### config.mk
export PLATFORM = sky130hd
export DESIGN_NAME = spiral_index_to_coordinates
export DESIGN_NICKNAME = d
export VERILOG_FILES = /design/src/sitc_pkg.sv /design/src/spiral_index_to_coordinates.sv
export VERILOG_INCLUDE_DIRS = /design/src /design/src/src
export SDC_FILE = /design/constraint.sdc
export NUM_CORES = 1
export LEC_CHECK = 0
export BUFFER_PORTS_ARGS = -buffer_cell sky130_fd_sc_hd__buf_2
export CAP_MARGIN = 20
export CORE_UTILIZATION = 55
export CTS_CLUSTER_DIAMETER = 40
export DETAILED_ROUTE_END_ITERATION = 12
export PLACE_DENSITY = 0.78
export SLEW_MARGIN = 20
export SYNTH_ARGS = -nofsm -noshare
export SYNTH_HDL_FRONTEND = slang
export SYNTH_SLANG_ARGS = --single-unit
### constraint.sdc
create_clock -name clock -period 6.5 [get_ports clock]
set_input_delay 1.3 -clock clock [delete_from_list [all_inputs] [get_ports clock]]
set_output_delay 1.3 -clock clock [all_outputs]
set_load 0.01 [all_outputs]
### src/spiral_index_to_coordinates_macros.svh
// ---------------------------------------------------------------------------
// Spiral index to coordinates: assertion macros
// Immediate-style wrappers for concurrent checks on the block clock/reset.
// ---------------------------------------------------------------------------
`ifndef SPIRAL_INDEX_TO_COORDINATES_MACROS_SVH
`define SPIRAL_INDEX_TO_COORDINATES_MACROS_SVH

`ifndef SYNTHESIS

// same-cycle implication
`define SITC_ASSERT(lbl, ante, cons) \
   lbl: assert property (@(posedge clock) disable iff (reset) (ante) |-> (cons)) \
      else $error("sitc check failed");

// next-cycle implication
`define SITC_ASSERT_NEXT(lbl, ante, cons) \
   lbl: assert property (@(posedge clock) disable iff (reset) (ante) |=> (cons)) \
      else $error("sitc check failed");

`else

`define SITC_ASSERT(lbl, ante, cons)
`define SITC_ASSERT_NEXT(lbl, ante, cons)

`endif

`endif

### src/sitc_pkg.sv
// ---------------------------------------------------------------------------
// Spiral index to coordinates: package
// Control word layout, step numbers and the sequencer program.
// ---------------------------------------------------------------------------
package sitc_pkg;

   localparam int COORD_BITS    = 17;
   localparam int RSP_DATA_BITS = 40;
   localparam int RSP_PAD_BITS  = RSP_DATA_BITS - 2 * COORD_BITS;
   localparam int STEP_BITS     = 3;

   typedef logic [STEP_BITS-1:0] step_type;

   localparam step_type STEP_IDLE = 3'd0;
   localparam step_type STEP_SQRT = 3'd1;
   localparam step_type STEP_BASE = 3'd2;
   localparam step_type STEP_SIDE = 3'd3;
   localparam step_type STEP_EMIT = 3'd4;

   typedef enum logic [2:0] {
      OP_LOAD,
      OP_SQRT,
      OP_BASE,
      OP_SIDE,
      OP_EMIT
   } op_type;

   typedef enum logic [2:0] {
      COND_NONE,
      COND_NO_REQ,
      COND_CNT_MORE,
      COND_POS_GE,
      COND_OUT_BUSY
   } cond_type;

   typedef struct packed {
      op_type   op;
      cond_type cond;
      step_type jmp;
      step_type nxt;
   } ctrl_word_type;

   // program: taken jump when cond holds, else fall to nxt
   function automatic ctrl_word_type sitc_rom(input step_type pc);
      ctrl_word_type w;
      case (pc)
         STEP_IDLE: w = '{op: OP_LOAD, cond: COND_NO_REQ,   jmp: STEP_IDLE, nxt: STEP_SQRT};
         STEP_SQRT: w = '{op: OP_SQRT, cond: COND_CNT_MORE, jmp: STEP_SQRT, nxt: STEP_BASE};
         STEP_BASE: w = '{op: OP_BASE, cond: COND_NONE,     jmp: STEP_BASE, nxt: STEP_SIDE};
         STEP_SIDE: w = '{op: OP_SIDE, cond: COND_POS_GE,   jmp: STEP_SIDE, nxt: STEP_EMIT};
         STEP_EMIT: w = '{op: OP_EMIT, cond: COND_OUT_BUSY, jmp: STEP_EMIT, nxt: STEP_IDLE};
         default:   w = '{op: OP_LOAD, cond: COND_NONE,     jmp: STEP_IDLE, nxt: STEP_IDLE};
      endcase
      return w;
   endfunction

endpackage

### src/spiral_index_to_coordinates.sv
// ---------------------------------------------------------------------------
// Spiral index to coordinates
// Maps a step index along a square spiral around the origin to its signed
// (x, y) grid position, driven by a small microcoded sequencer.
// ---------------------------------------------------------------------------
//  channel  | ports      | contents
//  ---------+------------+------------------------------------------------
//  request  | req_t*     | tdata: step_index (INDEX_BITS, unsigned)
//  response | rsp_t*     | tdata: pos_x (17, signed), pos_y (17, signed)
//
//  Each item passes load, the bit-pair square-root loop (one compare/subtract
//  per step), the base step, the side search and emit. The loop does most of
//  the work, and the side search subtracts 2k up to three times.
//  A finished result sits in the output register, and the next request is
//  taken while it waits. Reset is synchronous and clears the sequencer step
//  and the response valid flag.
// ---------------------------------------------------------------------------
`include "spiral_index_to_coordinates_macros.svh"

module spiral_index_to_coordinates #(
   parameter int INDEX_BITS = 32
) (
   input  logic clock,
   input  logic reset,
   input  logic req_tvalid,
   output logic req_tready,
   input  logic [((INDEX_BITS + 7) / 8) * 8 - 1:0] req_tdata,  // step_index
   output logic rsp_tvalid,
   input  logic rsp_tready,
   output logic [sitc_pkg::RSP_DATA_BITS-1:0] rsp_tdata         // pos_x, pos_y
);
   import sitc_pkg::*;

   localparam int ROOT_BITS = (INDEX_BITS + 1) / 2;
   localparam int WORK_BITS = 2 * ROOT_BITS;
   localparam int POS_BITS  = ROOT_BITS + 2;
   localparam int LEN_BITS  = ROOT_BITS + 1;
   localparam int CNT_BITS  = $clog2(ROOT_BITS + 1);

   step_type               pc_ff, pc_in;
   logic [WORK_BITS-1:0]   v_ff, v_in;
   logic [WORK_BITS-1:0]   root_ff, root_in;
   logic [WORK_BITS-1:0]   bit_ff, bit_in;
   logic [CNT_BITS-1:0]    cnt_ff, cnt_in;
   logic [POS_BITS-1:0]    pos_ff, pos_in;
   logic [LEN_BITS-1:0]    len_ff, len_in;
   logic [1:0]             side_ff, side_in;
   logic [COORD_BITS-1:0]  x_ff, x_in;
   logic [COORD_BITS-1:0]  y_ff, y_in;
   logic                   rsp_valid_ff, rsp_valid_in;

   ctrl_word_type          word;
   logic                   req_fire;
   logic                   rsp_busy;
   logic                   cond_hit;
   logic [WORK_BITS:0]     trial;
   logic                   take;
   logic                   pos_ge_len;
   logic [ROOT_BITS-1:0]   s;
   logic [COORD_BITS-1:0]  kc, oc, one;

   assign word       = sitc_rom(pc_ff);
   assign req_tready = (pc_ff == STEP_IDLE);
   assign req_fire   = req_tvalid && req_tready;
   assign rsp_busy   = rsp_valid_ff && !rsp_tready;
   assign rsp_tvalid = rsp_valid_ff;
   assign rsp_tdata  = {{RSP_PAD_BITS{1'b0}}, y_ff, x_ff};

   assign trial      = {1'b0, root_ff} + {1'b0, bit_ff};
   assign take       = {1'b0, v_ff} >= trial;
   assign pos_ge_len = (len_ff != '0) && (pos_ff >= POS_BITS'(len_ff));
   assign s          = root_ff[ROOT_BITS-1:0];
   assign kc         = COORD_BITS'(len_ff[LEN_BITS-1:1]);
   assign oc         = COORD_BITS'(pos_ff);
   assign one        = COORD_BITS'(1);

   always_comb begin
      case (word.cond)
         COND_NO_REQ:   cond_hit = !req_fire;
         COND_CNT_MORE: cond_hit = (cnt_ff != CNT_BITS'(1));
         COND_POS_GE:   cond_hit = pos_ge_len;
         COND_OUT_BUSY: cond_hit = rsp_busy;
         default:       cond_hit = 1'b0;
      endcase
      pc_in = cond_hit ? word.jmp : word.nxt;
   end

   always_comb begin
      v_in         = v_ff;
      root_in      = root_ff;
      bit_in       = bit_ff;
      cnt_in       = cnt_ff;
      pos_in       = pos_ff;
      len_in       = len_ff;
      side_in      = side_ff;
      x_in         = x_ff;
      y_in         = y_ff;
      rsp_valid_in = rsp_tready ? 1'b0 : rsp_valid_ff;
      case (word.op)
         OP_LOAD: begin
            if (req_fire) begin
               v_in    = WORK_BITS'(req_tdata[INDEX_BITS-1:0]);
               root_in = '0;
               bit_in  = WORK_BITS'(1) << (WORK_BITS - 2);
               cnt_in  = CNT_BITS'(ROOT_BITS);
            end
         end
         OP_SQRT: begin
            // one result bit per step; v ends as the remainder n - s*s
            if (take) begin
               v_in    = v_ff - trial[WORK_BITS-1:0];
               root_in = (root_ff >> 1) + bit_ff;
            end else begin
               root_in = root_ff >> 1;
            end
            bit_in = bit_ff >> 2;
            cnt_in = cnt_ff - CNT_BITS'(1);
         end
         OP_BASE: begin
            // odd root: s = 2k-1, offset is the remainder; even root: s = 2k,
            // add the squared difference s*s - (s-1)*(s-1) = 2s-1 to the remainder
            if (s[0]) begin
               pos_in = v_ff[POS_BITS-1:0];
               len_in = LEN_BITS'(s) + LEN_BITS'(1);
            end else begin
               pos_in = v_ff[POS_BITS-1:0] + {1'b0, s, 1'b0} - POS_BITS'(1);
               len_in = LEN_BITS'(s);
            end
            side_in = 2'd0;
         end
         OP_SIDE: begin
            if (pos_ge_len) begin
               pos_in  = pos_ff - POS_BITS'(len_ff);
               side_in = side_ff + 2'd1;
            end
         end
         OP_EMIT: begin
            if (!rsp_busy) begin
               rsp_valid_in = 1'b1;
               if (len_ff == '0) begin
                  // origin
                  x_in = '0;
                  y_in = '0;
               end else begin
                  case (side_ff)
                     2'd0: begin
                        x_in = -kc;
                        y_in = kc - one - oc;
                     end
                     2'd1: begin
                        x_in = oc + one - kc;
                        y_in = -kc;
                     end
                     2'd2: begin
                        x_in = kc;
                        y_in = oc + one - kc;
                     end
                     default: begin
                        x_in = kc - one - oc;
                        y_in = kc;
                     end
                  endcase
               end
            end
         end
         default: begin
         end
      endcase
   end

   always_ff @(posedge clock) begin
      if (reset) begin
         pc_ff        <= STEP_IDLE;
         rsp_valid_ff <= 1'b0;
      end else begin
         pc_ff        <= pc_in;
         rsp_valid_ff <= rsp_valid_in;
      end
      v_ff    <= v_in;
      root_ff <= root_in;
      bit_ff  <= bit_in;
      cnt_ff  <= cnt_in;
      pos_ff  <= pos_in;
      len_ff  <= len_in;
      side_ff <= side_in;
      x_ff    <= x_in;
      y_ff    <= y_in;
   end

   `SITC_ASSERT(a_sqrt_cnt_live, pc_ff == STEP_SQRT, cnt_ff != '0)
   `SITC_ASSERT(a_sqrt_rem_bound, pc_ff == STEP_BASE, v_ff <= (root_ff << 1))
   `SITC_ASSERT(a_side_bound, pc_ff == STEP_SIDE && side_ff == 2'd3, !pos_ge_len)
   `SITC_ASSERT_NEXT(a_emit_valid, pc_ff == STEP_EMIT && !rsp_busy, rsp_valid_ff)

endmodule

==> impl_results.md <==
- Starting Density: 0.5618
- Core Region: 26,950 µm²
- Wirelength, routed: 37.34 mm
- TritonCTS clock tree: built
- Synth Instances: 1,709
- Global Route Usage Sum: 0.2669
- Die Ht: 167.9 µm
- DRT antenna net count: 0
- Synth top area cells: edfxtp_1 31%, ha_1 14%, xnor2_1 5.0%
- Leading cell type in the layout, fill and taps excluded: ha_1
- Grt total ovfl: 0
- DR vias/cell: 6.318
- DP Area: 15,740 µm²
- Post-CTS resize count: 0
- Slew margin rel.: 0.2768
- Ys Warns: 0
- PwrDens: 332.8 nW/µm²
- RSZ-0062 raised after global routing: no
- Crit Path Class: reg -> reg
- DR iter-0 viols: 1,281
- Post-CTS Setup Inserts: 0
- Post-synthesis sequential area ratio: 0.3147
- Hold_buf cts: 0
- RePlAce Congestion: 0.9633
- Primary FF master, synth: edfxtp_1
- Final min period: 5.491 ns
- Worst skew pair latency: 0.44 ns
- Post-synth top area share: 0.3094
- Inserted Diodes: 0
- Peak VDD IR: 0.2045 mV
- Clock sinks: 160
- Share of cells above drive strength 1: 0.09738
- Syn Area/Cell: 8.859 µm²
- Status: finished, final reports clean
- CP Capture Type: flip-flop
- Clk Tree Root Cell: clkbuf_16
- Final Max Tran Viols: 0
- Clk slew on worst S/H paths: 0.07 ns
- Async set-or-reset flop fraction in the synthesized netlist: 0
- WP data required: 6.65 ns
- CTS Buf Count: 17
- Worst-Margin Slew: 1.085 ns
- Vias in the first global route: 12,730
- Most frequent cells in the layout: 168 x ha_1, 156 x edfxtp_1, 140 x inv_1, 137 x a21oi_1, 135 x nand2_1
- Startpoint types: flip-flop
- Final Hold Fails: 0
- Initial antenna violation count: 0
- Clk_skew: 0.01465 ns
- Worst path max stage delay: 0.58 ns
- Dpl hpwl: 28.18 mm
- Design area: 16,340 µm²
- Die width: 167.9 µm
- Die Area: 28,200 µm²
- Seq cells post-synth: 160
- Setup TNS: 0 ns
- Nets: 1,954
- Mapped Area: 15,140 µm²
- Yosys cell types: 79
- Hold WC Path Type: reg -> reg
- Max Cap Viol: 0
- CP max FO: 20
- DRC: 0
- Crit path cell chain: ha_1 -> nand3_1 -> a211oi_1 -> a211o_1 -> a31o_2 -> a21oi_1 -> o21ai_1 -> xnor2_1 -> ha_1 -> inv_1 -> nor4_1 -> a311oi_1 -> a21boi_2 -> buf_4 -> nor2_4 -> a311oi_1
- Final setup vio count: 0
- I/O pin cnt: 78
- Avg WL per Cell: 17.81 µm
- Count of standard-cell rows: 60
- Slowest cell on the critical path: nor4_1
- Pin count of the biggest net entering global routing: 54
- Top cell type by total area after synthesis: edfxtp_1
- Port Buffers: 71
- Vias: 13,250
- CTS H-tree lvls: 4
- CTS Buffer Depth: 2
- Number of flops mapped to enable cells by yosys: 156
- FMAX: 0.1821 GHz
- First-pass GRT wire length: 61.40 mm
- Final Cycle Share: 0.8448
- Area delta synth->final: 7.909%
- P_leak: 0.006731 µW
- Worst Path Arrival: 5.64 ns
- TritonRoute pass-1 iters: 6
[flip-flops by register name, indices dropped and copies added (netlist names), 3 cells and up]
name / cells
cnt_ff: 5
len_ff: 17
v_ff: 32
root_ff: 32
pos_ff: 18
bit_ff: 16
pc_ff: 3
y_ff: 17
x_ff: 17
[cell usage after synthesis, types with 14 or more instances]
master / count
a211oi_1: 30
a21o_1: 34
a21oi_1: 137
a221o_1: 14
a221oi_1: 29
a31o_2: 15
a31oi_1: 34
and3_1: 36
clkbuf_1: 59
edfxtp_1: 156
ha_1: 169
inv_1: 141
nand2_1: 135
nand2b_1: 18
nand3_1: 32
nand4_1: 29
nor2_1: 107
nor3_1: 45
o21a_1: 20
o21ai_0: 77
o21bai_1: 18
o31ai_1: 23
xnor2_1: 86
xor2_1: 58
[worst max-delay path, delay by kind of cell (launching register included)]
kind / cells / cell delay (ns)
xor gates and xnor gates: 1 / 0.15
and+or+nand+nor: 3 / 1.22
DFF: 1 / 0.54
adders and majority gates: 2 / 0.81
AOI/OAI and AO/OA: 8 / 2.17
buffers and inverters: 2 / 0.30
[per-layer routing]
layer | track usage | wire (µm) | up-vias
met1 | 0.3348 | 15910 | 6208
met2 | 0.4672 | 17980 | 546
li1 | - | - | 6414
met3 | 0.03197 | 2391 | 81
met5 | 0 | 0 | -
met4 | 0.1057 | 1054 | 0
[stage by stage]
| stage | total power, µW | cells | hold WS (ns) | util | setup WS (ns) |
|---|---|---|---|---|---|
| 4_1_cts | 5383 | 2097 | 0.5480 | 0.6061 | 1.087 |
| 2_1_floorplan | 3731 | 1715 | 0.5224 | - | 0.4965 |
| 3_3_place_gp | 4240 | 2065 | 0.5333 | 0.5841 | 1.202 |
| 5_1_grt | 5803 | 2097 | 0.5858 | 0.6062 | 0.6296 |
| 6_report | 5438 | 2097 | 0.5280 | 0.6062 | 1.009 |
| 3_5_place_dp | 4324 | 2065 | 0.5366 | 0.5841 | 1.092 |
[logic make-up (layout without fill, tap and decap cells)]
| family | Yosys count | after routing | share of synthesized area |
|---|---|---|---|
| compound gates | 518 | 518 | 0.2336 |
| xor+xnor | 144 | 144 | 0.08330 |
| fa+ha+maj | 175 | 175 | 0.1476 |
| buf+inv | 221 | 262 | 0.05925 |
| flops | 160 | 160 | 0.3147 |
| mux | 4 | 4 | 0.002645 |
| other cells | 1 | 7 | 0.0002477 |
| simple gates | 486 | 486 | 0.1587 |
[where the power goes]
part | internal (µW) | switching (µW)
clock network | 578 | 465
registers | 1360 | 189
logic | 1140 | 1700
[final cells by class]
cell class	instances	area (µm²)
Timing Repair Buffer	88	483.0
Multi-Input combinational cell	1334	9537
Clock inverter	15	168.9
Fill cell	2228	10610
Sequential cell	160	4765
Clock buffer	17	425.4
Tap cell	341	426.7
Inverter	142	533.0
[path summary, 6_finish.rpt]
kind | cells after the start | end | startpoint | slack (ns)
setup / recovery | 16 | root_ff[28]$_SDFFCE_PN0P_ | root_ff[2]$_SDFFCE_PN0P_ | 1.01
hold / removal | 2 | rsp_tvalid$_SDFF_PP0_ | rsp_tvalid$_SDFF_PP0_ | 0.53
setup reg to reg | 16 | root_ff[28]$_SDFFCE_PN0P_ | root_ff[2]$_SDFFCE_PN0P_ | 1.01
hold reg to reg | 2 | rsp_tvalid$_SDFF_PP0_ | rsp_tvalid$_SDFF_PP0_ | 0.53
No activity file was read; power rests on OpenSTA's default activity.
